--- src/rtl/core/nfba_pkg.sv ---
package nfba_pkg;

    // bitmap word width, bit offset width within a word, block index width and status width
    localparam int WORD_W   = 32;
    localparam int OFFS_W   = 5;
    localparam int INDEX_W  = 10;
    localparam int STATUS_W = 2;

    // operation codes
    localparam logic FUNC_ALLOC = 1'b0;
    localparam logic FUNC_FREE  = 1'b1;

    // result status codes
    localparam logic [STATUS_W-1:0] STAT_GRANT = 2'd0;
    localparam logic [STATUS_W-1:0] STAT_FULL  = 2'd1;
    localparam logic [STATUS_W-1:0] STAT_FREED = 2'd2;

    // control sequencer states
    typedef enum logic [2:0] {
        ST_CLEAR,
        ST_IDLE,
        ST_SCAN,
        ST_FREE,
        ST_RESP
    } state_t;

endpackage

--- src/rtl/core/next_fit_block_allocator.sv ---
// Next-fit allocator over a used-block bitmap held in a 32-bit-word memory.
// Allocate: reads the word at the search pointer and scans word by word, wrapping, until it claims a free
// block; free: clears the block's bit if set. Full pool or out-of-range free go straight to the response.
// The result is registered once the output register is free; no new item is accepted before that.
// Reset: search pointer and used count clear at once; the bitmap is then cleared
// by a pass over every word during which no item is accepted.
module next_fit_block_allocator #(
    parameter int NUM_BLOCKS = 1024
) (
    input  logic                          aclk,
    input  logic                          aresetn,
    input  logic                          s_valid,
    output logic                          s_ready,
    input  logic                          s_func,
    input  logic [nfba_pkg::INDEX_W-1:0]  s_free_index,
    output logic                          m_valid,
    input  logic                          m_ready,
    output logic [nfba_pkg::INDEX_W-1:0]  m_block_index,
    output logic [nfba_pkg::STATUS_W-1:0] m_status
);

    localparam int WORD_W    = nfba_pkg::WORD_W;
    localparam int OFFS_W    = nfba_pkg::OFFS_W;
    localparam int NUM_WORDS = (NUM_BLOCKS + WORD_W - 1) / WORD_W;
    localparam int WORD_AW   = (NUM_WORDS > 1) ? $clog2(NUM_WORDS) : 1;
    localparam int IDX_W     = $clog2(NUM_BLOCKS);
    localparam int EXT_W     = WORD_AW + OFFS_W;
    localparam int CNT_W     = $clog2(NUM_BLOCKS + 1);
    localparam int LAST_BITS = NUM_BLOCKS - (NUM_WORDS - 1) * WORD_W;

    localparam logic [WORD_AW-1:0] LAST_WORD  = WORD_AW'(NUM_WORDS - 1);
    localparam logic [IDX_W-1:0]   LAST_INDEX = IDX_W'(NUM_BLOCKS - 1);
    localparam logic [CNT_W-1:0]   FULL_COUNT = CNT_W'(NUM_BLOCKS);
    localparam logic [WORD_W-1:0]  LAST_MASK  = {WORD_W{1'b1}} >> (WORD_W - LAST_BITS);

    // lowest set bit of a word
    function automatic logic [OFFS_W-1:0] lowest_bit(input logic [WORD_W-1:0] v);
        logic [OFFS_W-1:0] r;
        r = '0;
        for (int i = WORD_W - 1; i >= 0; i--) begin
            if (v[i]) begin
                r = OFFS_W'(i);
            end
        end
        return r;
    endfunction

    // bitmap memory
    logic [WORD_W-1:0]  bitmap_mem [NUM_WORDS];
    logic [WORD_W-1:0]  rdata_reg;
    logic [WORD_AW-1:0] raddr;
    logic [WORD_AW-1:0] waddr;
    logic [WORD_W-1:0]  wdata;
    logic               wen;

    // control and state registers
    nfba_pkg::state_t                state_reg, state_next;
    logic [WORD_AW-1:0]              clr_addr_reg, clr_addr_next;
    logic [IDX_W-1:0]                ptr_reg, ptr_next;
    logic [CNT_W-1:0]                count_reg, count_next;
    logic [WORD_AW-1:0]              word_reg, word_next;
    logic [OFFS_W-1:0]               offs_reg, offs_next;
    logic                            first_reg, first_next;
    logic [nfba_pkg::INDEX_W-1:0]    res_index_reg, res_index_next;
    logic [nfba_pkg::STATUS_W-1:0]   res_status_reg, res_status_next;
    logic                            m_valid_reg, m_valid_next;
    logic [nfba_pkg::INDEX_W-1:0]    m_index_reg, m_index_next;
    logic [nfba_pkg::STATUS_W-1:0]   m_status_reg, m_status_next;

    // helper values
    logic [EXT_W-1:0]  ptr_ext;
    logic [EXT_W-1:0]  fidx_ext;
    logic              fidx_in_range;
    logic [WORD_W-1:0] valid_mask;
    logic [WORD_W-1:0] start_mask;
    logic [WORD_W-1:0] free_bits;
    logic [OFFS_W-1:0] hit_bit;
    logic [IDX_W-1:0]  hit_index;
    logic [WORD_W-1:0] bit_sel;

    assign ptr_ext       = EXT_W'(ptr_reg);
    assign fidx_ext      = EXT_W'(s_free_index);
    assign fidx_in_range = 32'(s_free_index) < NUM_BLOCKS;

    // free candidates in the word just read
    assign valid_mask = (word_reg == LAST_WORD) ? LAST_MASK : {WORD_W{1'b1}};
    assign start_mask = first_reg ? ({WORD_W{1'b1}} << offs_reg) : {WORD_W{1'b1}};
    assign free_bits  = ~rdata_reg & valid_mask & start_mask;
    assign hit_bit    = lowest_bit(free_bits);
    assign hit_index  = IDX_W'({word_reg, hit_bit});
    assign bit_sel    = WORD_W'(1) << offs_reg;

    // memory port, read data registered
    always_ff @(posedge aclk) begin
        if (wen) begin
            bitmap_mem[waddr] <= wdata;
        end
        rdata_reg <= bitmap_mem[raddr];
    end

    // state registers
    always_ff @(posedge aclk) begin
        if (!aresetn) begin
            state_reg    <= nfba_pkg::ST_CLEAR;
            clr_addr_reg <= '0;
            ptr_reg      <= '0;
            count_reg    <= '0;
            m_valid_reg  <= 1'b0;
        end else begin
            state_reg    <= state_next;
            clr_addr_reg <= clr_addr_next;
            ptr_reg      <= ptr_next;
            count_reg    <= count_next;
            m_valid_reg  <= m_valid_next;
        end
    end

    // payload registers
    always_ff @(posedge aclk) begin
        word_reg       <= word_next;
        offs_reg       <= offs_next;
        first_reg      <= first_next;
        res_index_reg  <= res_index_next;
        res_status_reg <= res_status_next;
        m_index_reg    <= m_index_next;
        m_status_reg   <= m_status_next;
    end

    // sequencer
    always_comb begin
        state_next      = state_reg;
        clr_addr_next   = clr_addr_reg;
        ptr_next        = ptr_reg;
        count_next      = count_reg;
        word_next       = word_reg;
        offs_next       = offs_reg;
        first_next      = first_reg;
        res_index_next  = res_index_reg;
        res_status_next = res_status_reg;
        m_valid_next    = m_valid_reg;
        m_index_next    = m_index_reg;
        m_status_next   = m_status_reg;
        raddr           = word_reg;
        waddr           = word_reg;
        wdata           = rdata_reg;
        wen             = 1'b0;
        s_ready         = 1'b0;

        // output register drains independently
        if (m_valid_reg && m_ready) begin
            m_valid_next = 1'b0;
        end

        case (state_reg)
            nfba_pkg::ST_CLEAR: begin
                wen   = 1'b1;
                waddr = clr_addr_reg;
                wdata = '0;
                if (clr_addr_reg == LAST_WORD) begin
                    clr_addr_next = '0;
                    state_next    = nfba_pkg::ST_IDLE;
                end else begin
                    clr_addr_next = clr_addr_reg + 1'b1;
                end
            end

            nfba_pkg::ST_IDLE: begin
                s_ready = 1'b1;
                if (s_func == nfba_pkg::FUNC_ALLOC) begin
                    raddr = ptr_ext[EXT_W-1:OFFS_W];
                end else begin
                    raddr = fidx_ext[EXT_W-1:OFFS_W];
                end
                if (s_valid) begin
                    first_next = 1'b1;
                    if (s_func == nfba_pkg::FUNC_ALLOC) begin
                        word_next = ptr_ext[EXT_W-1:OFFS_W];
                        offs_next = ptr_ext[OFFS_W-1:0];
                        if (count_reg == FULL_COUNT) begin
                            res_index_next  = '0;
                            res_status_next = nfba_pkg::STAT_FULL;
                            state_next      = nfba_pkg::ST_RESP;
                        end else begin
                            state_next = nfba_pkg::ST_SCAN;
                        end
                    end else begin
                        word_next       = fidx_ext[EXT_W-1:OFFS_W];
                        offs_next       = fidx_ext[OFFS_W-1:0];
                        res_index_next  = s_free_index;
                        res_status_next = nfba_pkg::STAT_FREED;
                        if (fidx_in_range) begin
                            ptr_next   = IDX_W'(s_free_index);
                            state_next = nfba_pkg::ST_FREE;
                        end else begin
                            state_next = nfba_pkg::ST_RESP;
                        end
                    end
                end
            end

            nfba_pkg::ST_SCAN: begin
                if (free_bits != '0) begin
                    // claim the block and move the pointer one past it
                    wen             = 1'b1;
                    wdata           = rdata_reg | (WORD_W'(1) << hit_bit);
                    count_next      = count_reg + 1'b1;
                    ptr_next        = (hit_index == LAST_INDEX) ? '0 : hit_index + 1'b1;
                    res_index_next  = nfba_pkg::INDEX_W'(hit_index);
                    res_status_next = nfba_pkg::STAT_GRANT;
                    state_next      = nfba_pkg::ST_RESP;
                end else begin
                    // move on to the next word, wrapping at the end of the pool
                    word_next  = (word_reg == LAST_WORD) ? '0 : word_reg + 1'b1;
                    raddr      = word_next;
                    first_next = 1'b0;
                end
            end

            nfba_pkg::ST_FREE: begin
                if ((rdata_reg & bit_sel) != '0) begin
                    wen        = 1'b1;
                    wdata      = rdata_reg & ~bit_sel;
                    count_next = count_reg - 1'b1;
                end
                state_next = nfba_pkg::ST_RESP;
            end

            nfba_pkg::ST_RESP: begin
                if (!m_valid_reg || m_ready) begin
                    m_valid_next  = 1'b1;
                    m_index_next  = res_index_reg;
                    m_status_next = res_status_reg;
                    state_next    = nfba_pkg::ST_IDLE;
                end
            end

            default: begin
                state_next = nfba_pkg::ST_IDLE;
            end
        endcase
    end

    assign m_valid       = m_valid_reg;
    assign m_block_index = m_index_reg;
    assign m_status      = m_status_reg;

endmodule
--- config.mk ---
export PLATFORM = sky130hd
export DESIGN_NAME = next_fit_block_allocator
export DESIGN_NICKNAME = d
export VERILOG_FILES = /design/src/rtl/core/nfba_pkg.sv /design/src/rtl/core/next_fit_block_allocator.sv
export SDC_FILE = /design/constraint.sdc
export NUM_CORES = 2
export LEC_CHECK = 0
export BUFFER_PORTS_ARGS = -buffer_cell sky130_fd_sc_hd__buf_2
export CELL_PAD_IN_SITES_DETAIL_PLACEMENT = 0
export CELL_PAD_IN_SITES_GLOBAL_PLACEMENT = 1
export CORE_ASPECT_RATIO = 1.2
export CORE_MARGIN = 2
export CORE_UTILIZATION = 25
export CTS_CLUSTER_SIZE = 20
export DETAILED_ROUTE_END_ITERATION = 7
export GPL_ROUTABILITY_DRIVEN = 1
export HOLD_SLACK_MARGIN = 0.1
export PLACE_DENSITY = 0.54
export SLEW_MARGIN = 20
export SYNTH_ARGS = -nofsm -noshare
export SYNTH_HDL_FRONTEND = slang
export SYNTH_SLANG_ARGS = --single-unit
--- constraint.sdc ---
create_clock -name aclk -period 8.13 [get_ports aclk]
set_clock_uncertainty 0.2 [all_clocks]
set_input_delay 0.813 -clock aclk [delete_from_list [all_inputs] [get_ports aclk]]
set_output_delay 0.813 -clock aclk [all_outputs]
set_load 0.005 [all_outputs]
---- Word-level counts from Yosys, hierarchy flattened ----
Memory sizes are Yosys's and may differ from the RTL's. A register that Yosys moved wholly into a read port is not among the register bits.
Cells that the tools add are included.
storage, ports and cells
  flip-flop bits (word level) ............. 65
  bits in writable memories ............... 1,024
  bits of input ports ..................... 15
  output and inout bits ................... 14
  logic and storage cells ................. 141
  memories ................................ 1
cells by class
  $add $sub $neg .......................... 5
  equal/unequal tests ..................... 16
  shift operators ......................... 3
  muxes and demuxes ....................... 82
  bitwise logic cells ..................... 6
  reduce and logical (&&, ||, !) cells .... 16
memories
  memory      words  width  rd ports  clocked after memory_dff  write ports  line                            text
  bitmap_mem  32     32     1         1                         1            next_fit_block_allocator.sv:49  logic [WORD_W-1:0] bitmap_mem [NUM_WORDS];
operators with widths
  cell                                                                   count
  5-bit 2-to-1 mux                                                       39
  32-bit bitwise AND                                                     3
  32-bit 2-to-1 mux                                                      3
  32-bit case mux with 3 select lines                                    1
  10-bit 2-to-1 mux                                                      8
  32-bit NOT                                                             2
  32-bit nonzero test                                                    2
  1-bit by 5-bit << shifter with 32-bit output (first input constant)    2
  10-bit case mux with 2 select lines                                    2
  32-bit bitwise OR                                                      1
  32-bit by 5-bit << shifter with 32-bit output (first input constant)   1
  11-bit 2-to-1 mux                                                      2
  11-bit case mux with 2 select lines                                    1
  5-bit case mux with 2 select lines                                     2
  3-bit 2-to-1 mux                                                       6
  3-bit case mux with 5 select lines                                     1
  2-bit inequality test (second input constant)                          7
  4-bit AND reduction                                                    3
  11-bit by 1-bit adder with 11-bit output (second input constant)       1
  11-bit == test (second input constant)                                 1
  11-bit by 1-bit subtractor with 11-bit output (second input constant)  1
  10-bit by 1-bit adder with 10-bit output (second input constant)       1
  5-bit by 1-bit adder with 5-bit output (second input constant)         2
  10-bit == test (second input constant)                                 1
  other kinds (17)                                                       35

---- Longest topological paths before layout ----
  depth in word-level cells ............... 39
  gate-level depth with buffers ........... 17

---- Least setup slack after synthesis ----
OpenSTA, ideal clock, no wires.
  path type ............................... reg-to-reg
  start point ............................. reg offs_reg[3]
  end point ............................... mem bitmap_mem[13][0] (enable)
  library setup time ...................... 421 ps
  data arrival time ....................... 3,730 ps
  required time ........................... 7,509 ps
  setup slack ............................. 3,779 ps
  stages on the path, launching flop included .. 12
  path buffers ............................ 2
  clock period less this slack ............ 4,351 ps
  cell sequence ........................... edfxtp_1 > buf_4 > nor2_1 > nand2_1 > a21oi_1 > or3b_1 > buf_2 > or3_1 > nand2_1 > nand2_1 > a32oi_1 > nor2_1
between the ends
  word-level cells in the longest chain between the ends .. 8
  elaborated cells between the ends (all ways) .. 12
  those cells by class .................... shift: 2; mux: 6; bitwise: 2; reduce/logical: 2
RTL lines
  element                                        line                             text
  start: declaration                             next_fit_block_allocator.sv:62   logic [OFFS_W-1:0] offs_reg, offs_next;
  start signal: assignment                       next_fit_block_allocator.sv:121  offs_reg <= offs_next;
  32-bit by 5-bit << shifter with 32-bit output  next_fit_block_allocator.sv:87   assign start_mask = first_reg ? ({WORD_W{1'b1}} << offs_reg) : {WORD_W{1'b1}};
  32-bit 2-to-1 mux                              next_fit_block_allocator.sv:87
  32-bit bitwise AND                             next_fit_block_allocator.sv:88   assign free_bits = ~rdata_reg & valid_mask & start_mask;
  32-bit nonzero test                            next_fit_block_allocator.sv:202  if (free_bits != '0) begin
  1-bit 2-to-1 mux                               next_fit_block_allocator.sv:202
  1-bit case mux with 3 select lines (*)         next_fit_block_allocator.sv:154  case (state_reg)
  1-bit 2-to-1 mux (*)                           next_fit_block_allocator.sv:95   if (wen) begin
  1-bit 2-to-1 mux (not written as such) (*)     next_fit_block_allocator.sv:96   bitmap_mem[waddr] <= wdata;
  end: declaration                               next_fit_block_allocator.sv:49
Mark *: on every way between the ends. The rest lies on a longest branch, timed or not.

---- Final worst setup path ----
  start point ............................. reg offs_reg[3]
  end point ............................... reg rdata_reg[24], read port of bitmap_mem
between the ends
  word-level cells in the longest chain between the ends .. 6
RTL lines
  element                                        line                             text
  32-bit by 5-bit << shifter with 32-bit output  next_fit_block_allocator.sv:87
  32-bit 2-to-1 mux                              next_fit_block_allocator.sv:87
  32-bit bitwise AND                             next_fit_block_allocator.sv:88
  32-bit nonzero test                            next_fit_block_allocator.sv:202
  5-bit 2-to-1 mux                               next_fit_block_allocator.sv:202
  5-bit case mux with 2 select lines             next_fit_block_allocator.sv:154
  end: declaration                               next_fit_block_allocator.sv:50   logic [WORD_W-1:0] rdata_reg;
Every way passes these cells.
A chain may end at the register's enable or synchronous reset.

==> summary.md <==
| Metric | Value |
|---|---|
| Final WL | 153000 um |
| Drt first pass iters | 6 |
| Die height | 478 um |
| Vias per inst | 4.90 |
| Initial Util | 0.252 |
| Critical path origin | offs_reg[3] |
| First-pass GRT wire length | 219000 um |
| Slew @ Worst Pin | 1.15 ns |
| Max Buffers Root-to-Sink | 3 |
| Pwr per Cell Area | 219 nW/um2 |
| Most used DFF post-synth | edfxtp_1 |
| CTS root buf | clkbuf_16 |
| Yosys cell types | 81 |
| Levels on crit path | 12 |
| Crit path DAT | 6.53 ns |
| Post-Syn Nets | 3591 |
| Fin crit share | 0.757 |
| Max reg flops | 1024 |
| Highest Signal Layer | met4 |
| Starting DRT DRC Count | 2904 |
| Number of global-route vias before repair | 29500 |
| IO Pins | 29 |
| Final Hold Vio Count | 0 |
| Ys async rst share | 0 |
| VDD IR max | 0.000169 V |
| CP cell instances | buf_4, and2_1, a31oi_1, nor4b_2, nand4_2, o311ai_0, o211a_4, nand2b_2, buf_4, o22ai_1, o22ai_1, a221oi_2 |
| Clock latency on the worst-skew pair | 0.76 ns |
| Worst Hold Class | in2reg |
| Post-CTS Resized | 0 |
| Leak | 17.5 nW |
| Vias | 29900 |
| H-tree levels | 3 |
| Setup crit end | rdata_reg[24] |
| Crit Reg-Reg Endpoint | rdata_reg[24] |
| GPL Wtd Cong | 0.905 |
| Pin count of the biggest net entering global routing | 157 |
| Hold Buf Count CTS | 0 |
| Highest clock rate | 162 MHz |
| Post-synthesis sequential area ratio | 0.707 |
| Number of post-CTS setup repair buffers | 0 |
| Post-route worst setup slack | 1.97 ns |
| Met3 routed WL | 6980 um |
| Total CTS buffers | 113 |
| Overall Power | 11.8 mW |
| Synth Warn # | 0 |
| EDFF count, synth | 1059 |
| Residual DRC count | 0 |
| Critical-path maximum fanout | 37 |
| Reg clk slew, reported paths | 0.07 ns |
| Slew HR | 0.234 |
| Share of cells above drive strength 1 | 0.116 |
| ANT nets after route | 0 |
| Worst path top cell family by delay | compound AO/OA/AOI/OAI gates |
| Met1 Routed Length | 66900 um |
| Num rows | 173 |
| Cells after synthesis | 3556 |
| Met2 WL | 74200 um |
| Crit path kind | reg2reg |
| Fin crit period | 6.16 ns |
| Nature of the critical path startpoint | flip-flop |
| FF-to-FF Start | offs_reg[3] |
| Total grt overflow | 0 |
| HPWL Detailed | 85700 um |
| Worst reg2reg setup slack | 1.97 ns |
| Routed wire length per instance | 25.1 um |
| Multi-input gate area | 12900 um2 |
| TritonCTS Sinks | 1121 |
| Syn Area/Cell | 13.1 um2 |
| Core box area | 186000 um2 |
| Fillers | 18700 |
| Reg area | 33000 um2 |
| Post-route setup TNS | 0 ns |
| Post-Place Worst Slack | 2.12 ns |
| Critical path capture point type | flip-flop |
| Initial antenna violation count | 3 |
| Synthesized flop and latch total | 1121 |
| CP Buf/Inv Count | 2 |
| Synthesized cell area | 46700 um2 |
| Final setup violating endpoints | 0 |
| Max-Cap Viols | 0 |
| Critical Path RT | 8.51 ns |
| Synth-to-layout area growth | 15.3% |
| NumNets Final | 3589 |
| GRT Util Overall | 0.158 |
| Crit-path slowest cell | edfxtp_1 |
| Slew Viols, Final | 0 |
| Die X | 399 um |
| RSZ-0062 raised after global routing | false |
| Outcome | finished, final reports clean |
| Die area | 190000 um2 |
| TritonCTS clock tree | built |
| R2R depth | 12 |
| I/O Buffers | 28 |
| Crit-path max cell delay | 0.83 ns |
## where the power goes
part           total (mW)  leakage [nW]  internal [mW]  switching, mW
logic               0.148          5.83         0.0334          0.114
clock network        5.33          1.81           3.04           2.29
registers            6.31          9.85           6.29         0.0167
## through the flow
step / util / instances / cell area [um2] / hold slack [ns]
floorplan: - / 3556 / 46700 / 0.200
finish: 0.290 / 6103 / 53900 / 0.166
CTS: 0.290 / 6102 / 53900 / 0.114
detailed placement: 0.270 / 5889 / 50100 / 0.207
global placement: 0.270 / 5886 / 50000 / 0.202
global route: 0.290 / 6103 / 53900 / 0.205
## synthesized netlist by cell type (53+ instances only)
| library cell | number | share of area |
|---|---|---|
| edfxtp_1 | 1059 | 0.68 |
| nand2_1 | 771 | 0.062 |
| nand3_1 | 149 | 0.016 |
| a21oi_1 | 148 | 0.016 |
| clkbuf_1 | 142 | 0.011 |
| mux2i_1 | 111 | 0.024 |
| nor2_1 | 111 | 0.0089 |
| and2_1 | 107 | 0.014 |
| a211oi_1 | 101 | 0.016 |
| a31oi_1 | 87 | 0.012 |
| o21ai_0 | 80 | 0.0086 |
| a311oi_1 | 70 | 0.013 |
| o22ai_1 | 65 | 0.0087 |
| dfxtp_1 | 62 | 0.027 |
| buf_2 | 53 | 0.0057 |
## layout make-up
cell class,instances,area share
flip-flops and latches,1121,0.613
multi-input cells,2155,0.239
clock buffers,146,0.0561
clock inverters,67,0.0132
diodes,1,0.0000464
inverters,38,0.00265
repair buffers,125,0.0189
well taps,2450,0.0569
## cells in the final DEF, fill, tap and decap left out, types with 8 or more instances in the layout
cell,netlist,layout
edfxtp_1,1059,1059
nand2_1,771,767
nand3_1,149,149
a21oi_1,148,132
clkbuf_16,0,113
mux2i_1,111,111
and2_1,107,105
a211oi_1,101,101
buf_4,21,87
a31oi_1,87,84
o21ai_0,80,78
nor2_1,111,77
a311oi_1,70,70
o22ai_1,65,65
dfxtp_1,62,62
inv_1,38,38
or3_1,38,38
nor2_4,0,35
a32oi_1,35,35
o211ai_1,34,34
a221oi_2,31,31
buf_2,53,28
clkbuf_1,142,26
clkinv_1,0,22
ha_1,19,19
clkinv_2,0,17
a21o_1,14,14
a21oi_2,1,13
bufinv_16,0,13
a22oi_1,13,12
nor3_1,11,11
xnor2_1,10,10
and3_1,9,9
nand2b_1,11,9
a32o_2,0,8
## routing by layer
metal / vias up / GRT usage
met5: - / 0
met1: 15400 / 0.209
met2: 845 / 0.264
li1: 13400 / -
met3: 213 / 0.0194
met4: 0 / 0.0550
## cell families (layout without fill, tap and decap cells)
| family | after synthesis | count (layout) | synth area share |
|---|---|---|---|
| AND/OR/NAND/NOR | 1255 | 1255 | 0.118 |
| flip-flops | 1121 | 1121 | 0.707 |
| AO/OA/AOI/OAI | 750 | 750 | 0.114 |
| adder cells (fa/ha/maj) | 20 | 20 | 0.00551 |
| multiplexers | 118 | 118 | 0.0258 |
| buffers and inverters | 280 | 376 | 0.0275 |
| other | 0 | 1 | 0 |
| XOR/XNOR | 12 | 12 | 0.00225 |
## how the worst min path moves through the flow
stage          cells past startpoint               end  slack [ns]             start
3_3_place_gp                       0  m_block_index[4]        0.20  res_index_reg[4]
3_5_place_dp                       0  m_block_index[1]        0.21  res_index_reg[1]
4_1_cts                            3           m_valid        0.11           m_ready
6_report                           3           m_valid        0.17           m_ready
5_1_grt                            3        ptr_ext[8]        0.20   s_free_index[8]
2_1_floorplan                      0  m_block_index[0]        0.20  res_index_reg[0]
## worst min-delay path, delay by kind of cell
| kind | cells | cell delay, ns |
|---|---|---|
| AOI/OAI and AO/OA | 1 | 0.07 |
| buffers and inverters | 1 | 0.07 |
| and+or+nand+nor | 1 | 0.13 |
Note: power is estimated with default switching activity, not from simulation.
